## config.mk

```make
export PLATFORM = sky130hd
export DESIGN_NAME = ultrasonic_echo_distance_bcd_top
export DESIGN_NICKNAME = d
export VERILOG_FILES = /design/src/sv/ued_pkg.sv /design/src/sv/ultrasonic_echo_distance_bcd_top.sv
export SDC_FILE = /design/constraint.sdc
export NUM_CORES = 1
export LEC_CHECK = 0
export ABC_AREA = 0
export BUFFER_PORTS_ARGS = -buffer_cell sky130_fd_sc_hd__buf_2
export CORE_UTILIZATION = 60
export CTS_CLUSTER_DIAMETER = 30
export DETAILED_ROUTE_END_ITERATION = 6
export PLACE_DENSITY = 0.78
export SYNTH_ARGS = -nofsm -noshare
export SYNTH_HDL_FRONTEND = slang
export SYNTH_SLANG_ARGS = --single-unit
```

## constraint.sdc

```tcl
create_clock -name clk -period 9.6 [get_ports clk]
set_input_delay 0.96 -clock clk [delete_from_list [all_inputs] [get_ports clk]]
set_output_delay 0.96 -clock clk [all_outputs]
set_load 0.05 [all_outputs]
```

## src/sv/ued_pkg.sv

```systemverilog
// ----------------------------------------------------------------------------
// Echo distance package
// Shared widths, constants and the sequencer state type for the ultrasonic
// echo distance block and its checker.
// ----------------------------------------------------------------------------
package ued_pkg;

  localparam int CounterBits = 32;
  localparam int EdgeW       = 32;
  localparam int RateW       = 28;
  localparam int DigitW      = 4;
  localparam int FactorW     = 18;
  localparam int ProdW       = EdgeW + FactorW;
  localparam int TenthsW     = 14;
  localparam int BcdW        = 4 * DigitW;
  localparam int StepW       = 6;

  localparam logic [RateW-1:0]   RateReset   = RateW'(80000000);
  localparam logic [FactorW-1:0] SoundFactor = FactorW'(171600);
  localparam logic [ProdW-1:0]   MaxTenths   = ProdW'(9999);
  localparam logic [DigitW-1:0]  DigitNine   = DigitW'(9);
  localparam logic [StepW-1:0]   DivLast     = StepW'(ProdW - 1);
  localparam logic [StepW-1:0]   BcdLast     = StepW'(TenthsW - 1);

  typedef enum logic [2:0] {
    ST_IDLE,
    ST_MUL,
    ST_DIV,
    ST_BCD,
    ST_DONE
  } ued_state_t;

endpackage

```

## src/sv/ultrasonic_echo_distance_bcd_top.sv

```systemverilog
// ----------------------------------------------------------------------------
// Ultrasonic echo distance to BCD
// Pairs echo edges, divides the scaled elapsed count by the counter rate with
// a shared subtractor and splits the distance into four decimal digits.
// ----------------------------------------------------------------------------
// Usage:
//   The input channel carries one echo edge per item: the value of the free
//   running down-counter captured at that edge. The first edge of a pair is
//   stored and gives no result. The closing edge starts the computation and
//   the block holds in_stall high until it is done. The computation captures
//   the elapsed count, multiplies it by the sound factor, runs the restoring
//   division (one quotient bit per cycle through the single subtractor),
//   converts the binary distance to BCD and loads the output register; the
//   BCD conversion is skipped when the distance saturates.
//   The result sits in an output register; while the receiver stalls it, the
//   block still accepts the next start edge, and a finished computation waits
//   in the done state until the output register is free.
//   Reset clears the pairing state, drops out_valid and sets the counter rate
//   to 80000000 ticks per second. cfg_wr_en writes the rate.
// ----------------------------------------------------------------------------
module ultrasonic_echo_distance_bcd_top
  import ued_pkg::*;
(
  input  logic              clk,
  input  logic              rst_n,
  input  logic              cfg_wr_en,
  input  logic [RateW-1:0]  cfg_wr_data,
  input  logic              in_valid,
  output logic              in_stall,
  input  logic [EdgeW-1:0]  in_edge_count,
  output logic              out_valid,
  input  logic              out_stall,
  output logic [DigitW-1:0] out_hundreds_digit,
  output logic [DigitW-1:0] out_tens_digit,
  output logic [DigitW-1:0] out_units_digit,
  output logic [DigitW-1:0] out_tenths_digit,
  output logic              out_out_of_range
);

  ued_state_t             state_r, state_nxt;
  logic [RateW-1:0]       rate_r, rate_nxt;
  logic                   awaiting_r, awaiting_nxt;
  logic                   out_valid_r, out_valid_nxt;
  logic [StepW-1:0]       step_r, step_nxt;

  logic [CounterBits-1:0] start_r, start_nxt;
  logic [CounterBits-1:0] elapsed_r, elapsed_nxt;
  logic [ProdW-1:0]       quo_r, quo_nxt;
  logic [RateW-1:0]       rem_r, rem_nxt;
  logic [BcdW-1:0]        bcd_r, bcd_nxt;
  logic                   over_r, over_nxt;
  logic [DigitW-1:0]      hun_r, hun_nxt;
  logic [DigitW-1:0]      ten_r, ten_nxt;
  logic [DigitW-1:0]      uni_r, uni_nxt;
  logic [DigitW-1:0]      tth_r, tth_nxt;
  logic                   oor_r, oor_nxt;

  logic                   in_accept;
  logic                   out_free;
  logic [RateW:0]         div_trial;
  logic [RateW+1:0]       div_diff;
  logic                   div_ge;
  logic [ProdW-1:0]       div_quo;
  logic [BcdW-1:0]        bcd_adj;
  logic                   final_over;

  assign in_stall  = (state_r != ST_IDLE);
  assign in_accept = in_valid && !in_stall;
  assign out_free  = !out_valid_r || !out_stall;

  // One restoring division step: shift in the next dividend bit and try to
  // subtract the rate.
  assign div_trial = {rem_r, quo_r[ProdW-1]};
  assign div_diff  = {1'b0, div_trial} - {2'b00, rate_r};
  assign div_ge    = !div_diff[RateW+1];
  assign div_quo   = {quo_r[ProdW-2:0], div_ge};

  // A zero rate makes the quotient all ones, but it is flagged explicitly.
  assign final_over = (rate_r == '0) || (div_quo > MaxTenths);

  always_comb begin
    for (int i = 0; i < 4; i++) begin
      if (bcd_r[i*DigitW +: DigitW] >= DigitW'(5)) begin
        bcd_adj[i*DigitW +: DigitW] = bcd_r[i*DigitW +: DigitW] + DigitW'(3);
      end else begin
        bcd_adj[i*DigitW +: DigitW] = bcd_r[i*DigitW +: DigitW];
      end
    end
  end

  always_comb begin
    state_nxt     = state_r;
    rate_nxt      = rate_r;
    awaiting_nxt  = awaiting_r;
    out_valid_nxt = out_valid_r;
    step_nxt      = step_r;
    start_nxt     = start_r;
    elapsed_nxt   = elapsed_r;
    quo_nxt       = quo_r;
    rem_nxt       = rem_r;
    bcd_nxt       = bcd_r;
    over_nxt      = over_r;
    hun_nxt       = hun_r;
    ten_nxt       = ten_r;
    uni_nxt       = uni_r;
    tth_nxt       = tth_r;
    oor_nxt       = oor_r;

    if (cfg_wr_en) begin
      rate_nxt = cfg_wr_data;
    end
    if (out_valid_r && !out_stall) begin
      out_valid_nxt = 1'b0;
    end

    case (state_r)
      ST_IDLE: begin
        if (in_accept) begin
          if (!awaiting_r) begin
            start_nxt    = in_edge_count[CounterBits-1:0];
            awaiting_nxt = 1'b1;
          end else begin
            elapsed_nxt  = start_r - in_edge_count[CounterBits-1:0];
            awaiting_nxt = 1'b0;
            state_nxt    = ST_MUL;
          end
        end
      end
      ST_MUL: begin
        quo_nxt   = ProdW'(elapsed_r) * ProdW'(SoundFactor);
        rem_nxt   = '0;
        step_nxt  = '0;
        state_nxt = ST_DIV;
      end
      ST_DIV: begin
        quo_nxt = div_quo;
        rem_nxt = div_ge ? div_diff[RateW-1:0] : div_trial[RateW-1:0];
        if (step_r == DivLast) begin
          over_nxt = final_over;
          bcd_nxt  = '0;
          step_nxt = '0;
          state_nxt = final_over ? ST_DONE : ST_BCD;
        end else begin
          step_nxt = step_r + StepW'(1);
        end
      end
      ST_BCD: begin
        bcd_nxt = {bcd_adj[BcdW-2:0], quo_r[TenthsW-1]};
        quo_nxt = {quo_r[ProdW-2:0], 1'b0};
        if (step_r == BcdLast) begin
          state_nxt = ST_DONE;
        end else begin
          step_nxt = step_r + StepW'(1);
        end
      end
      ST_DONE: begin
        if (out_free) begin
          if (over_r) begin
            hun_nxt = DigitNine;
            ten_nxt = DigitNine;
            uni_nxt = DigitNine;
            tth_nxt = DigitNine;
          end else begin
            hun_nxt = bcd_r[3*DigitW +: DigitW];
            ten_nxt = bcd_r[2*DigitW +: DigitW];
            uni_nxt = bcd_r[DigitW +: DigitW];
            tth_nxt = bcd_r[0 +: DigitW];
          end
          oor_nxt       = over_r;
          out_valid_nxt = 1'b1;
          state_nxt     = ST_IDLE;
        end
      end
      default: begin
        state_nxt = ST_IDLE;
      end
    endcase
  end

  always_ff @(posedge clk) begin
    if (!rst_n) begin
      state_r     <= ST_IDLE;
      rate_r      <= RateReset;
      awaiting_r  <= 1'b0;
      out_valid_r <= 1'b0;
      step_r      <= '0;
      start_r     <= '0;
    end else begin
      state_r     <= state_nxt;
      rate_r      <= rate_nxt;
      awaiting_r  <= awaiting_nxt;
      out_valid_r <= out_valid_nxt;
      step_r      <= step_nxt;
      start_r     <= start_nxt;
    end
  end

  always_ff @(posedge clk) begin
    elapsed_r <= elapsed_nxt;
    quo_r     <= quo_nxt;
    rem_r     <= rem_nxt;
    bcd_r     <= bcd_nxt;
    over_r    <= over_nxt;
    hun_r     <= hun_nxt;
    ten_r     <= ten_nxt;
    uni_r     <= uni_nxt;
    tth_r     <= tth_nxt;
    oor_r     <= oor_nxt;
  end

  assign out_valid          = out_valid_r;
  assign out_hundreds_digit = hun_r;
  assign out_tens_digit     = ten_r;
  assign out_units_digit    = uni_r;
  assign out_tenths_digit   = tth_r;
  assign out_out_of_range   = oor_r;

endmodule

```

==> flow_summary.json <==
{
  "maxCapViolations": 0,
  "critPathRequiredTime_ns": 9.88,
  "p_leak_nw": 10.5,
  "critical_path_peak_fanout": 8,
  "min_path_type": "reg2reg",
  "clock.fmax_mhz": 153,
  "wl_per_cell_um": 15.6,
  "cp-start-kind": "flop",
  "num_rows": 66,
  "placed_area_sq_um": 20600,
  "grt_use_met2_pct": 40.7,
  "final_layout_size_suffix_gt1_share_pct": 9.29,
  "synth_top_cell_by_area": "edfxtp_1",
  "post_cts_buffers": 0,
  "grt_pass1_vias": 14600,
  "cts.repair.resized": 0,
  "drc_errors": 0,
  "synth_cell_types": 67,
  "grt_util_met3_pct": 4.20,
  "insertedDiodeCount": 0,
  "syn_inst": 2039,
  "clockBufferDepth": 3,
  "die_h_um": 183,
  "cts_tree": "done",
  "cts_made_buffers": 49,
  "dr_total_vias": 14500,
  "skew_ns": 0.0469,
  "root_buffer": "clkbuf_16",
  "tns_ns": 0,
  "crit_arrival_ns": 6.80,
  "synth_seq_cells": 215,
  "synth_edf_count": 144,
  "hold_violations": 0,
  "synth_ff_type": "edfxtp_1",
  "pin_count": 84,
  "antenna_found_initial": 0,
  "setup_violations": 0,
  "busiest_layer": "met2",
  "cts_hold_buf": 0,
  "post-route-cell-area_sq_um": 22400,
  "dieArea_sq_um": 33600,
  "synthTopCellsByArea": "edfxtp_1 22%, fa_1 17%, ha_1 16%",
  "insertion_delay_ns": 0.58,
  "r2r_cells": 19,
  "io_buffers": 83,
  "globalplace.congestion": 0.906,
  "first_pass_iters": 6,
  "critPathKind": "reg2reg",
  "clk_pin_slew_ns": 0.05,
  "drt_iter0_markers": 801,
  "postRouteAntennaNets": 0,
  "power_per_cell_area_nw_per_um2": 378,
  "area_delta_synth_final_pct": 13.5,
  "synth_top_area_share_pct": 21.9,
  "final_max_slew_viol_count": 0,
  "whs_path_depth": 2,
  "finalCritPeriodShare_pct": 67.9,
  "crit_path_end_kind": "flop",
  "period_needed_ns": 6.52,
  "grt-ovfl-total": 0,
  "synth_area_sq_um": 19800,
  "use_met1_pct": 35.0,
  "ys_seq_area_share_pct": 29.1,
  "cts.sinks": 215,
  "synthTopCellsByCount": "299 x inv_1, 253 x ha_1, 213 x nand2_1, 169 x fa_1",
  "yosysMostFrequentCell": "inv_1",
  "numPlacedInstances": 2525,
  "initial_core_util_pct": 60.9,
  "fp.coreArea_sq_um": 32500,
  "die_w_um": 183,
  "h-tree-depth": 2,
  "syn_area_per_cell_sq_um": 9.69,
  "tightest_slew_ns": 1.25,
  "rsz0062_at_grt": "false",
  "final_nets": 2621,
  "viasPerCell": 5.53,
  "max-slew-margin-rel_pct": 16.6,
  "grt.total_usage_pct": 25.2,
  "grt_pass1_wl_um": 68900,
  "ys_async_sr_fraction_pct": 0,
  "fill_cells": 2369,
  "yosysWarningCount": 0,
  "syn_nets": 2526,
  "stdcell_count": 2617,
  "wirelength_um": 40700,
  "ir_worst_vdd_v": 0.000319,
  "status": "finished clean",
  "dp_hpwl_um": 31100,
  "grt_max_degree": 69
}
## layout make-up
| type | count | area, sq um | share of cell area [%] |
|---|---|---|---|
| inverter | 299 | 1120 | 5.01 |
| tap | 442 | 553 | 2.47 |
| timing repair buffer | 90 | 468 | 2.09 |
| multi-input combinational | 1479 | 12700 | 56.8 |
| sequential | 215 | 5750 | 25.6 |
| clock inverter | 30 | 407 | 1.81 |
| clock buffer | 62 | 1400 | 6.23 |
## flip-flops by register name, indices dropped and copies added (netlist names)
signal / cells
over_r: 1
out_valid: 1
out_hundreds_digit: 4
elapsed_r: 32
step_r: 6
rem_r: 28
awaiting_r: 1
quo_r: 50
start_r: 32
state_r: 3
out_out_of_range: 1
out_units_digit: 4
bcd_r: 16
out_tenths_digit: 4
out_tens_digit: 4
rate_r: 28
## critical path, cell delays in order (launching register included)
cell and delay (ns):
edfxtp_1 0.58, ha_1 0.40, fa_1 0.49, fa_1 0.53, fa_1 0.54, fa_1 0.55, inv_1 0.05, fa_1 0.49
inv_1 0.04, ha_1 0.36, and3_1 0.22, and2_1 0.18, a221o_1 0.34, a22oi_1 0.21, a21oi_1 0.11, nor3_1 0.28
nand2b_1 0.20, a41oi_1 0.38, mux2i_1 0.24, nand2_1 0.07
## stage by stage
step	total power (W)	hold WS, ns	util (%)	setup WS (ns)
floorplan	0.00550	0.443	-	3.56
global placement	0.00645	0.456	63.5	3.30
detailed placement	0.00657	0.466	63.5	3.15
CTS	0.00842	0.472	69.1	3.12
global route	0.00920	0.487	69.1	2.85
finish	0.00846	0.469	69.1	3.08
## cells in the final DEF, fill, tap and decap left out, types with 5 or more instances in the layout
| cell type | Yosys | final |
|---|---|---|
| clkbuf_16 | 0 | 51 |
| buf_4 | 0 | 7 |
| fa_1 | 169 | 169 |
| nor3_1 | 19 | 19 |
| o21ai_0 | 58 | 58 |
| edfxtp_1 | 144 | 144 |
| nor4_1 | 19 | 19 |
| and2_1 | 11 | 11 |
| mux2i_1 | 23 | 23 |
| o211ai_1 | 20 | 20 |
| a21o_1 | 57 | 57 |
| or3_1 | 7 | 7 |
| inv_1 | 299 | 299 |
| buf_2 | 5 | 83 |
| nand3_1 | 29 | 29 |
| nor2_1 | 117 | 114 |
| o21a_1 | 18 | 18 |
| nor2b_1 | 38 | 37 |
| bufinv_16 | 0 | 6 |
| dfxtp_1 | 71 | 71 |
| a211o_1 | 6 | 6 |
| clkbuf_8 | 0 | 8 |
| a21boi_0 | 36 | 36 |
| xnor2_1 | 55 | 55 |
| a21oi_1 | 144 | 144 |
| xor2_1 | 40 | 40 |
| o21bai_1 | 9 | 9 |
| or2_2 | 11 | 11 |
| nand3b_1 | 5 | 5 |
| clkinv_2 | 0 | 6 |
| nand4_1 | 10 | 10 |
| o31ai_1 | 5 | 5 |
| nand2b_1 | 20 | 19 |
| clkinvlp_4 | 0 | 6 |
| a31oi_1 | 12 | 12 |
| and3_1 | 14 | 14 |
| ha_1 | 253 | 253 |
| nand2_1 | 213 | 213 |
| a211oi_1 | 9 | 9 |
## final timing paths
check / from / to / slack (ns)
setup / recovery: elapsed_r[11] / quo_r[49] / 3.08
hold / removal: start_r[14] / start_r[14] / 0.47
setup reg to reg: elapsed_r[11] / quo_r[49] / 3.08
hold reg to reg: start_r[14] / start_r[14] / 0.47
## cells by family after synthesis
group,Yosys count,share of synthesized area [%]
XOR/XNOR,95,4.21
adder cells (fa/ha/maj),422,33.2
buffers and inverters,345,6.59
flip-flops,215,29.1
AND/OR/NAND/NOR,522,12.2
AO/OA/AOI/OAI,416,13.5
multiplexers,24,1.22
## power by group
group | total [W] | switching, W | internal [W]
registers | 0.00143 | 0.0000835 | 0.00134
logic | 0.00526 | 0.00301 | 0.00226
clock network | 0.00178 | 0.000574 | 0.00120
total | 0.00846 | 0.00366 | 0.00480
## layer usage
metal / share of wire [%] / vias to the layer above
li1: - / 7145
met1: 47 / 6890
met2: 45 / 375
met3: 5.4 / 65
met4: 2.1 / 0
met5: 0 / -
No activity file was read; power rests on OpenSTA's default activity.
